==> src/bhrc_queue.sv <==
// small fifo between the front end and the route pipeline
module bhrc_queue
#(
    parameter int WIDTH = 8,
    parameter int DEPTH = 2,
    localparam int AW = (DEPTH > 1) ? $clog2(DEPTH) : 1,
    localparam int CW = $clog2(DEPTH + 1)
)
(
    input  logic             clk,
    input  logic             rst_n,
    input  logic             push,
    input  logic [WIDTH-1:0] din,
    output logic             rd_valid,
    output logic [WIDTH-1:0] dout,
    output logic             full
);

    logic [WIDTH-1:0] entries_reg [DEPTH];
    logic [AW-1:0]    wr_ptr_reg, wr_ptr_next;
    logic [AW-1:0]    rd_ptr_reg, rd_ptr_next;
    logic [CW-1:0]    count_reg, count_next;
    logic             do_push;
    logic             do_pop;

    // the pipeline behind never stalls, so the head leaves every cycle
    assign rd_valid = (count_reg != '0);
    assign full     = (count_reg == CW'(DEPTH));
    assign do_push  = push & ~full;
    assign do_pop   = rd_valid;
    assign dout     = entries_reg[rd_ptr_reg];

    always_comb
    begin
        wr_ptr_next = wr_ptr_reg;
        rd_ptr_next = rd_ptr_reg;
        if (do_push)
        begin
            wr_ptr_next = (wr_ptr_reg == AW'(DEPTH - 1)) ? '0 : wr_ptr_reg + AW'(1);
        end
        if (do_pop)
        begin
            rd_ptr_next = (rd_ptr_reg == AW'(DEPTH - 1)) ? '0 : rd_ptr_reg + AW'(1);
        end
        count_next = count_reg + CW'(do_push) - CW'(do_pop);
    end

    always_ff @(posedge clk or negedge rst_n)
    begin
        if (!rst_n)
        begin
            wr_ptr_reg <= '0;
            rd_ptr_reg <= '0;
            count_reg  <= '0;
        end
        else
        begin
            wr_ptr_reg <= wr_ptr_next;
            rd_ptr_reg <= rd_ptr_next;
            count_reg  <= count_next;
        end
    end

    always_ff @(posedge clk)
    begin
        if (do_push)
        begin
            entries_reg[wr_ptr_reg] <= din;
        end
    end

endmodule

==> config.mk <==
export PLATFORM = sky130hd
export DESIGN_NAME = bhrc_queue
export DESIGN_NICKNAME = d
export VERILOG_FILES = /design/src/bhrc_queue.sv
export SDC_FILE = /design/constraint.sdc
export NUM_CORES = 1
export LEC_CHECK = 0
export BUFFER_PORTS_ARGS = -buffer_cell sky130_fd_sc_hd__buf_2
export CELL_PAD_IN_SITES_DETAIL_PLACEMENT = 0
export CELL_PAD_IN_SITES_GLOBAL_PLACEMENT = 1
export CORE_ASPECT_RATIO = 0.9
export CORE_MARGIN = 5
export CORE_UTILIZATION = 37
export DETAILED_ROUTE_END_ITERATION = 8
export PLACE_DENSITY = 0.69
export SYNTH_ARGS = -nofsm -noshare
export SYNTH_HDL_FRONTEND = slang
export SYNTH_SLANG_ARGS = --single-unit
==> constraint.sdc <==
create_clock -name clk -period 1.4 [get_ports clk]
set_input_delay 0.28 -clock clk [delete_from_list [all_inputs] [get_ports clk]]
set_output_delay 0.28 -clock clk [all_outputs]
set_load 0.01 [all_outputs]
# Word-level counts from Yosys, hierarchy flattened

Memory sizes are Yosys's and may differ from the RTL's.
Cells that the tools add are included.

Bits in registers: 4
Bits in latches: 0
Bits in writable memories: 16
Bits in read-only memories: 0
Output and inout port bits: 10
Logic and storage cells: 16
Memories: 1

$add $sub $neg: 4
Multiply operators: 0
Div/mod/pow operators: 0
Magnitude comparators: 0
Equal/unequal tests: 1
Shift operators: 0
Mux-type cells: 4
Bitwise logic cells: 2
Reductions and logical operators: 1

Memory list:

| name        | depth | width | rd ports | clocked after memory_dff | write ports | RTL line | text |
|---|---|---|---|---|---|---|---|
| entries_reg | 2     | 8     | 1        | 0                        | 1           | 19       | `logic [WIDTH-1:0] entries_reg [DEPTH];` |

Operators by type and width:

| kind                                        | number |
|---|---|
| 1-bit two-way mux                           | 4 |
| 1-bit adder, second input constant          | 2 |
| 2-bit by 1-bit adder with 2-bit output      | 1 |
| 2-bit equality test, second input constant  | 1 |
| 2-bit nonzero test                          | 1 |
| 2-bit by 1-bit subtractor with 2-bit output | 1 |
| 1-bit AND                                   | 1 |
| 1-bit NOT                                   | 1 |

# Logic depth before layout (Yosys ltp)

Depth in word-level cells: 5
Depth in mapped cells: 3
Depth with buffers taken out: 3

# Worst setup path before layout

Ideal clock, no wire load.

Path type: reg2reg
Start: register count_reg[1]
End: memory entries_reg[0][0] (enable)
Setup time: 370 ps
Data arrival time: 925 ps
Path slack: 105 ps
Stages on the path, launching flop included: 4
Period minus slack after synthesis: 1,295 ps
Cells stage by stage: dfrtp_1 -> nand2b_4 -> nand2_1 -> nor2_1

Cells in the longest elaborated chain, start to end: 5

RTL lines:

| item                                    | RTL line | text |
|---|---|---|
| start: declaration                      | 22       | `logic [CW-1:0] count_reg, count_next;` |
| start signal: assignment                | 60       | `count_reg <= count_next;` |
| 2-bit equality test                     | 28       | `assign full = (count_reg == CW'(DEPTH));` |
| 1-bit NOT                               | 29       | `assign do_push = push & ~full;` |
| 1-bit AND                               | 29       |  |
| 1-bit two-way mux                       | 66       | `if (do_push)` |
| 1-bit two-way mux (not written as such) | 68       | `entries_reg[wr_ptr_reg] <= din;` |
| end: declaration                        | 19       |  |

Every way passes these cells.

# Worst setup path after layout

Start: register rd_ptr_reg
End: output port dout[2]

Cells in the longest elaborated chain, start to end: 1

RTL lines:

| item                     | RTL line | text |
|---|---|---|
| start: declaration       | 21       | `logic [AW-1:0] rd_ptr_reg, rd_ptr_next;` |
| start signal: assignment | 59       | `rd_ptr_reg <= rd_ptr_next;` |
| memory 2 x 8 bit         | n/a      |  |
| end: declaration         | 15       | `output logic [WIDTH-1:0] dout,` |

Every way passes these cells.

==> impl_metrics.json <==
{
  "status": "finished with violations",
  "violations": "negative setup slack",
  "r2r-end": "entries_reg[0][6]",
  "cp-end-kind": "output pin",
  "num-fill-cells": 178,
  "min_period_over_period_pct": 112.0,
  "area_growth_pct": 37.86,
  "synthCells": 39,
  "remaining_drc_errors": 0,
  "nets": 80,
  "cts_sinks": 20,
  "die_w_um": 58.50,
  "netlist-cell-type-count": 14,
  "crit_top_cell": "buf_6",
  "critical_path.cell_chain": "buf_6 > mux2_4 > buf_6",
  "synth_edf_count": 16,
  "rsz0062_at_grt": "true",
  "finalWorstSetupSlack_ps": -167.6,
  "insertion_delay_ps": 290,
  "syn_avg_cell_area_um2": 20.08,
  "drive_gt1_share_pct": 63.24,
  "ys_top_cells_by_count": "16 x edfxtp_1, 8 x mux2_4, 4 x dfrtp_1",
  "firstDrtPassIters": 2,
  "finalHoldViolations": 0,
  "synth_area_leaders": "edfxtp_1 61%, mux2_4 15%, dfrtp_1 13%, nand2b_4 1.8%, buf_6 1.4%",
  "viasPerCell": 4.409,
  "wl_per_cell_um": 12.47,
  "yosysMostFrequentCell": "edfxtp_1",
  "largest_reg_flops": 16,
  "power_mw": 2.013,
  "yosys.area.top_type": "edfxtp_1",
  "grt_pass1_wl_um": 1828,
  "drv_cap": 0,
  "utilization_pct": 54.79,
  "antenna_left": 0,
  "clk_pin_slew_ps": 110,
  "overflow": 0,
  "busiest_layer": "met2",
  "routed-via-count": 410,
  "clock_skew_ps": 6.328,
  "grt_pass1_vias": 431,
  "antenna_found_initial": 0,
  "tritoncts": "done",
  "first_iter_violations": 1,
  "rows": 15,
  "seq_area_frac_synth_pct": 74.12,
  "crit_required_ps": 1120,
  "rr_worst_depth": 5,
  "min_to": "entries_reg[1][4]",
  "relSlewSlack_pct": 86.48,
  "hold_path_depth": 1,
  "grt_use_met2_pct": 14.31,
  "finalSetupViolations": 8,
  "syn_nets": 50,
  "use_met1_pct": 9.574,
  "slew_viol_final": 0,
  "rr_startpoint": "count_reg[1]",
  "die_area_um2": 3139,
  "async_flop_share_pct": 20.00,
  "path_class": "register to output pin",
  "portBuffers": 20,
  "min_period_ps": 1568,
  "dp_hpwl_um": 813.6,
  "yosys_warnings": 0,
  "initial_utilization_pct": 39.75,
  "core_area_um2": 1971,
  "h-tree-depth": 1,
  "power_density_nw_per_um2": 1864,
  "syn-cell-area_um2": 783.3,
  "cts_buffers": 3,
  "max_stage_delay_ps": 430,
  "cp-start-kind": "register",
  "min_path_type": "input pin to register",
  "gp_congestion": 0.6260,
  "crit_slowest_cell": "dfrtp_2",
  "ys.flop_type": "edfxtp_1",
  "wirelength_um": 1160,
  "synth_seq_cells": 20,
  "hp-start": "din[4]",
  "worstPathArrival_ps": 1290,
  "die_y_um": 53.65,
  "cp_max_fo": 5,
  "cts_buffer_depth": 2,
  "worst_pin_slew_ps": 202.8,
  "clockRootBuffer": "clkbuf_4",
  "io_pins": 21,
  "grt_usage_pct": 8.195,
  "met3_usage_pct": 2.158,
  "r2r_setup_slack_ps": 160,
  "place_ws_ps": -10.95,
  "p_leak_nw": 0.4675,
  "synth_top_area_share_pct": 61.34,
  "setup_tns_ps": -1274,
  "whs_ps": 167.8,
  "fmax_mhz": 637.9,
  "grt_max_degree": 13,
  "ir_worst_vdd_v": 0.0009846,
  "num_antenna_cells": 0
}
-- per-stage QoR --
stage	std cells	area, um2
6_report	93	1080
5_1_grt	93	1080
4_1_cts	93	1062
3_5_place_dp	84	910.9
3_3_place_gp	84	910.9
2_1_floorplan	39	783.3
-- metal layers --
| layer | wire (um) | vias up |
|---|---|---|
| li1 | - | 198 |
| met1 | 480 | 198 |
| met2 | 599 | 14 |
| met3 | 79 | 0 |
| met4 | 0 | 0 |
| met5 | 0 | - |
-- layout by cell type, fill, tap and decap left out --
master,netlist,routed
buf_6,1,13
inv_2,0,1
nand2_1,1,1
nand2b_4,1,1
and2_2,1,1
buf_4,0,2
nand2b_1,1,1
buf_2,0,10
dfrtp_2,0,1
xnor2_1,1,1
xor2_1,1,1
dfrtp_1,4,3
bufinv_16,0,1
or2_4,1,1
mux2_4,8,8
edfxtp_1,16,16
and3_2,0,1
clkbuf_4,0,3
dlygate4sd3_1,0,1
nor2_1,1,1
-- cell families (layout without fill, tap and decap cells) --
group,after synthesis,count (layout),synth area share [%]
flip-flops,20,20,74.12
multiplexers,8,8,15.34
AND/OR/NAND/NOR,7,7,6.390
XOR/XNOR,2,2,2.237
buffers and inverters,2,31,1.916
-- worst max-delay path by stage --
stage               depth (start not counted)         start           endpoint  slack, ps
CTS                                         3    rd_ptr_reg            dout[2]       -180
floorplan                                   3  count_reg[1]  entries_reg[0][0]        100
global route                                3    rd_ptr_reg            dout[0]       -230
finish                                      3    rd_ptr_reg            dout[2]       -170
global placement                            2    rd_ptr_reg            dout[2]         -1
detailed placement                          2    rd_ptr_reg            dout[2]        -10
-- critical path, delay by kind of cell (launching register included) --
kind / cells / cell delay [ps]
buffers and inverters: 2 / 260
flip-flops: 1 / 430
multiplexers: 1 / 300
-- layout make-up --
type / count / area, um2 / share of cell area [%]
flip-flops and latches: 20 / 581.8 / 53.88
repair buffers: 26 / 221.5 / 20.51
multi-input cells: 17 / 188.9 / 17.50
well taps: 25 / 31.28 / 2.897
clock inverters: 1 / 30.03 / 2.781
clock buffers: 3 / 22.52 / 2.086
inverters: 1 / 3.754 / 0.3476
-- repair_timing --
item,CTS,global route
buffers inserted,4,0
gates resized for setup,12,5
endpoints found under the hold margin,4,0
hold buffers,1,0
endpoints found under the setup margin,9,14
-- power by group --
| group | switching [mW] | internal (mW) | total, mW |
|---|---|---|---|
| combinational | 0.273 | 0.458 | 0.731 |
| clock | 0.165 | 0.289 | 0.454 |
| sequential | 0.0465 | 0.781 | 0.828 |
No activity file was read; power rests on OpenSTA's default activity.
