==> config.mk <==
export PLATFORM = sky130hd
export DESIGN_NAME = bhrc_front
export DESIGN_NICKNAME = d
export VERILOG_FILES = /design/src/bhrc_pkg.sv /design/src/bhrc_front.sv
export SDC_FILE = /design/constraint.sdc
export NUM_CORES = 1
export LEC_CHECK = 0
export BUFFER_PORTS_ARGS = -buffer_cell sky130_fd_sc_hd__buf_2
export CORE_ASPECT_RATIO = 0.7
export CORE_UTILIZATION = 37
export DETAILED_ROUTE_END_ITERATION = 6
export GPL_TIMING_DRIVEN = 0
export PLACE_DENSITY_LB_ADDON = 0.3
export SETUP_SLACK_MARGIN = 0.4
export SYNTH_ARGS = -nofsm -noshare
export SYNTH_HDL_FRONTEND = slang
export SYNTH_SLANG_ARGS = --single-unit
==> constraint.sdc <==
create_clock -name vclk -period 1.96
set_clock_uncertainty 0.1 [all_clocks]
set_input_delay 0.098 -clock vclk [all_inputs]
set_output_delay 0.098 -clock vclk [all_outputs]
set_load 0.03 [all_outputs]
==> src/bhrc_pkg.sv <==
// shared constants and types for the bcube hop route calculator
package bhrc_pkg;

    localparam int SERVER_W = 16;
    localparam int LEVEL_W  = 2;
    localparam int SWITCH_W = 14;
    localparam int LINK_W   = 18;
    localparam int RADIX_W  = 5;
    localparam int TOP_W    = 2;
    localparam int APB_W    = 32;
    localparam int ADDR_W   = 3;

    localparam logic [RADIX_W-1:0] RADIX_RESET = 5'd4;
    localparam logic [TOP_W-1:0]   TOP_RESET   = 2'd1;

    typedef enum logic
    {
        REG_RADIX     = 1'b0,
        REG_TOP_LEVEL = 1'b1
    } cfg_reg_t;

    typedef struct packed
    {
        logic range_error;
        logic no_route;
    } route_flags_t;

endpackage

==> src/bhrc_front.sv <==
// front end: clamps the configuration, looks up the reciprocal, classifies the beat
module bhrc_front
    import bhrc_pkg::*;
#(
    parameter int MAX_DIGITS = 4,
    parameter int MAX_RADIX  = 16,
    localparam int NW  = $clog2(MAX_RADIX + 1),
    localparam int KW  = (MAX_DIGITS > 1) ? $clog2(MAX_DIGITS) : 1,
    localparam int RSH = SERVER_W + $clog2(MAX_RADIX)
)
(
    input  logic                start,
    input  logic                full,
    input  logic [SERVER_W-1:0] src_server,
    input  logic [SERVER_W-1:0] dst_server,
    input  logic [RADIX_W-1:0]  radix,
    input  logic [TOP_W-1:0]    top_level,
    output logic                push,
    output logic [SERVER_W-1:0] q_src,
    output logic [SERVER_W-1:0] q_dst,
    output logic [NW-1:0]       q_radix,
    output logic [KW-1:0]       q_top,
    output logic [RSH-1:0]      q_recip,
    output logic                q_same
);

    localparam int CW = (NW > RADIX_W) ? NW : RADIX_W;
    localparam int TW = (KW > TOP_W) ? KW : TOP_W;

    logic [RSH-1:0] recip_tab [MAX_RADIX + 1];
    logic [CW-1:0]  radix_ext;
    logic [TW-1:0]  top_ext;

    // ceil(2^RSH / n), exact quotient for any 16-bit dividend
    for (genvar g = 0; g <= MAX_RADIX; g++)
    begin : g_recip
        localparam longint DIV = (g < 2) ? 1 : g;
        localparam longint VAL = ((longint'(1) << RSH) + DIV - 1) / DIV;
        assign recip_tab[g] = RSH'(VAL);
    end

    always_comb
    begin
        radix_ext = CW'(radix);
        top_ext   = TW'(top_level);
        if (radix_ext < CW'(2))
        begin
            q_radix = NW'(2);
        end
        else if (radix_ext > CW'(MAX_RADIX))
        begin
            q_radix = NW'(MAX_RADIX);
        end
        else
        begin
            q_radix = NW'(radix_ext);
        end
        if (top_ext > TW'(MAX_DIGITS - 1))
        begin
            q_top = KW'(MAX_DIGITS - 1);
        end
        else
        begin
            q_top = KW'(top_ext);
        end
    end

    assign q_recip = recip_tab[q_radix];
    assign push    = start & ~full;
    assign q_src   = src_server;
    assign q_dst   = dst_server;
    assign q_same  = (src_server == dst_server);

endmodule

==> results of run 1 <==
==> metrics by stage <==
stage	instance area, sq um	setup TNS [ns]	worst slack [ns]	utilization [%]
3_5_place_dp	1830	-1.42	-0.188	80.8
2_1_floorplan	1290	0	0.273	-
3_3_place_gp	1830	-1.05	-0.145	80.8
==> cell families after synthesis <==
group,count (synthesis)
AOI/OAI and AO/OA,25
xor gates and xnor gates,16
adders and majority gates,6
buffers and inverters,47
muxes,2
and+or+nand+nor,38
==> qor_table.md, run 1 <==
| Stage | Metric | Value |
| --- | --- | --- |
| logic synthesis | Summed instance area of the synthesized netlist | 937 sq um |
| logic synthesis | Multiplexer share of the synthesized area | 2.27% |
| logic synthesis | Largest cells by area after synthesis | sky130_fd_sc_hd__buf_4, sky130_fd_sc_hd__xnor2_1, sky130_fd_sc_hd__ha_1 |
| run status | Stage where the flow stopped | clock tree synthesis |
| logic synthesis | Total nets after synthesis | 181 |
| logic synthesis | Xor-xnor portion of the synthesized cell area | 15.0% |
| cts | CTS resizes | 61 |
| logic synthesis | Fraction of the mapped netlist area in simple logic gates | 23.0% |
| floorplan | Vertical extent of the die | 44.1 microns |
| floorplan | Row count | 14 |
| logic synthesis | Cells after Synth | 134 |
| placed design | Port-buffer cells | 99 |
| floorplan | Effective utilization at floorplan | 41.5% |
| placed design | GPL Wtd Cong | 0.826 |
| logic synthesis | Area share of the leading cell type in the synthesized netlist | 28.0% |
| logic synthesis | Most frequently used cell type in the post-synthesis netlist | sky130_fd_sc_hd__buf_4 |
| floorplan | Die boundary width | 62.2 microns |
| placed design | Placed Cells | 265 |
| floorplan | IO Count | 102 |
| logic synthesis | Adder-cell share of the synthesized area | 8.01% |
| logic synthesis | Most numerous cell types in the synthesized netlist | sky130_fd_sc_hd__buf_4, sky130_fd_sc_hd__xnor2_1, sky130_fd_sc_hd__nand2_1 |
| logic synthesis | Synth Warn # | 0 |
| logic synthesis | Fraction of the yosys area taken by sequential cells | 0% |
| logic synthesis | Mean instance size in the synthesized netlist | 6.99 sq um |
| run status | Error that halted the flow | [ERROR DPL-0033] detailed placement checks failed during check placement. |
| cts | Hold bufs inserted after CTS | 0 |
| run status | Status | did not finish |
| logic synthesis | Combinational family with the most area after synthesis | buffers and inverters |
| placed design | Final HPWL DP | 2790 microns |
| logic synthesis | Yosys cell types | 35 |
| cts | Number of buffers inserted by post-CTS setup repair | 21 |
| logic synthesis | Share of the synthesized area in compound gates (AO/OA/AOI/OAI) | 17.6% |
| logic synthesis | Library cell with the largest summed area after synthesis | sky130_fd_sc_hd__buf_4 |
==> run 2: changes to the inputs <==
Settings changed: CORE_AREA from default to 2 2 63 65, CORE_ASPECT_RATIO 0.7 to default, CORE_UTILIZATION 37 to default, DIE_AREA from default to 0 0 65 67, PLACE_DENSITY_LB_ADDON 0.3 to 0.15, SETUP_SLACK_MARGIN 0.4 to default.
==> run 2 against run 1 <==
The run now ends clean. Synthesized cell count did not move. Synthesized area did not move.
==> qor_table.md, run 2 <==
| Stage | Metric | Value |
| --- | --- | --- |
| run status | Status | finished, final reports clean |
| finish | Finished Layout Cells | 282 |
| finish | Total non-filler cell area in the finished layout | 1710 sq um |
| grt | Vias in the first global route | 1,060 |
| sta | Count of final max-slew check failures | 0 |
| logic synthesis | Largest cells by area after synthesis | sky130_fd_sc_hd__buf_4, sky130_fd_sc_hd__xnor2_1, sky130_fd_sc_hd__ha_1 |
| floorplan | Row count | 22 |
| grt | Total overflow reported by the global router | 0 |
| finish | Area growth from synthesis to final layout | 82.2% |
| finish | Highest-count cells in the layout ignoring fill and taps | sky130_fd_sc_hd__buf_2, sky130_fd_sc_hd__buf_4, sky130_fd_sc_hd__xnor2_1 |
| power and ir drop | IR drop worst, VDD | 134 uV |
| detailed routing | Average via count per standard cell | 4.26 |
| logic synthesis | Fraction of the yosys area taken by sequential cells | 0% |
| grt | Top Usage Layer GRT | met2 |
| critical path | Critical path launch point type | input port |
| sta | Number of failing hold endpoints at the final stage | 0 |
| detailed routing | Starting DRT DRC Count | 29 |
| finish | Area taken by flip-flops and latches | 0 sq um |
| critical path | Kind of end point of the critical path | primary output |
| finish | Seq cells | 0 |
| placed design | Placement Cell Area | 1570 sq um |
| sta | Count of endpoints failing setup in the final report | 0 |
| placed design | Setup WS pre-CTS | -0.337 ns |
| logic synthesis | Cells after Synth | 134 |
| sta | Hold Slack | 0.347 ns |
| placed design | Port-buffer cells | 99 |
| detailed routing | Drc violations | 0 |
| hold path | Worst Hold Launch | top_level[1] |
| critical path | Max Fanout on Critical Path | 10 |
| critical path | Data required, critical path | 1.76 ns |
| detailed routing | Via count | 1,201 |
| sta | Setup slack after layout | 0.0688 ns |
| detailed routing | Number of nets with antenna violations after detailed routing | 0 |
| grt | Number of antenna violations at the first check in global routing | 0 |
| power and ir drop | Power Density | 290 nW/um^2 |
| placed design | GPL Wtd Cong | 0.725 |
| grt | Met3 Resource Use GR | 0.676% |
| finish | Layout Nets | 283 |
| power and ir drop | Total power | 0.495 mW |
| logic synthesis | Library cell with the largest summed area after synthesis | sky130_fd_sc_hd__buf_4 |
| sta | Max Freq | 529 MHz |
| grt | Total global routing track utilization | 13.9% |
| floorplan | Die area | 4360 sq um |
| detailed routing | Number of iterations in the first detailed-routing pass | 4 |
| sta | Min Clock Period, post-route | 1.89 ns |
| logic synthesis | Most frequently used cell type in the post-synthesis netlist | sky130_fd_sc_hd__buf_4 |
| finish | Proportion of layout cells with a drive suffix above 1 | 72.2% |
| logic synthesis | Most numerous cell types in the synthesized netlist | sky130_fd_sc_hd__buf_4, sky130_fd_sc_hd__xnor2_1, sky130_fd_sc_hd__nand2_1 |
| detailed routing | Post-detailed-route wirelength per cell | 11.4 microns |
| finish | # fillers | 384 |
| grt | Met1 track demand over resource in global routing | 17.3% |
| sta | Worst-case headroom to the max-slew limit | 61.9% |
| cts | Hold bufs inserted after CTS | 0 |
| floorplan | Core area | 3610 sq um |
| floorplan | Die boundary width | 65 microns |
| finish | Area of the multi-input gates | 791 sq um |
| flow run | Number of maximum-capacitance violations | 0 |
| grt | Global-route wire length before repair | 4950 microns |
| sta | Ratio of final minimum period to clock period | 96.5% |
| critical path | CP startpoint | radix[4] |
| placed design | Placed Cells | 281 |
| logic synthesis | Yosys cell types | 35 |
| finish | Diode count | 0 |
| floorplan | IO Count | 102 |
| logic synthesis | Area share of the leading cell type in the synthesized netlist | 28.0% |
| finish | Leading cell type in the layout, fill and taps excluded | sky130_fd_sc_hd__buf_2 |
| grt | Largest net degree at the start of global routing | 11 |
| logic synthesis | Mean instance size in the synthesized netlist | 6.99 sq um |
| placed design | Final HPWL DP | 2650 microns |
| sta | Worst Tran Pin Value | 0.571 ns |
| finish | End-of-flow core utilization | 47.4% |
| floorplan | Vertical extent of the die | 67 microns |
| finish | Clock buffer count | 0 |
| floorplan | Effective utilization at floorplan | 26.0% |
| sta | Setup_tns | 0 ns |
| logic synthesis | Summed instance area of the synthesized netlist | 937 sq um |
| detailed routing | Final WL | 3210 microns |
| hold path | Hold Crit Class | in2out |
| critical path | Type of the worst setup path | in2out |
| critical path | Data arrival time of the critical path | 1.69 ns |
| power and ir drop | Static leakage | 0.852 nW |
| grt | Global-route track usage on met2 | 27.4% |
| logic synthesis | Synth Warn # | 0 |
| logic synthesis | Total nets after synthesis | 181 |
-- run 2: cell counts after synthesis --
No cell type changed its count.
-- run 2: area by class of cell --
class	count	share of cell area, %
multi-input combinational	87	46.3
buffer	42	17.8
timing repair buffer	100	31.1
inverter	5	1.25
tap	48	3.52
-- run 2: metal layers --
| layer | routed length (microns) | up-vias |
|---|---|---|
| li1 | - | 623 |
| met1 | 1340 | 529 |
| met2 | 1660 | 49 |
| met3 | 211 | 0 |
| met4 | 0 | 0 |
| met5 | 0 | - |
-- run 2: final timing paths --
kind / to / slack [ns] / depth (start not counted)
worst max-delay path: q_recip[3] / 0.07 / 9
worst min-delay path: q_top[1] / 0.35 / 2
-- run 2: critical path, cell delays in order --
cell and delay [ns]:
sky130_fd_sc_hd__buf_2 0.11, sky130_fd_sc_hd__buf_4 0.19, sky130_fd_sc_hd__inv_2 0.09, sky130_fd_sc_hd__o311a_4 0.24, sky130_fd_sc_hd__inv_4 0.06, sky130_fd_sc_hd__ha_4 0.18, sky130_fd_sc_hd__or3b_1 0.40, sky130_fd_sc_hd__a21oi_4 0.17
sky130_fd_sc_hd__buf_6 0.15
-- run 2: timing repair --
| item | 4_1_cts | 5_1_grt |
|---|---|---|
| pin swaps | 3 | 3 |
| setup endpoints to repair | 15 | 14 |
| gates resized for setup | 23 | 13 |
| setup buffers | 1 | 0 |
-- run 2: report_power, final --
part           switching [mW]  internal [mW]
Combinational           0.290          0.205
Sequential                  0              0
Clock                       0              0
Total                   0.290          0.205
-- run 2: cell families after synthesis --
family	Yosys count	synth area share, %
simple gates	38	23.0
buf+inv	47	34.2
xor+xnor	16	15.0
fa+ha+maj	6	8.01
mux	2	2.27
compound gates	25	17.6
(Power assumes the default switching activity.)
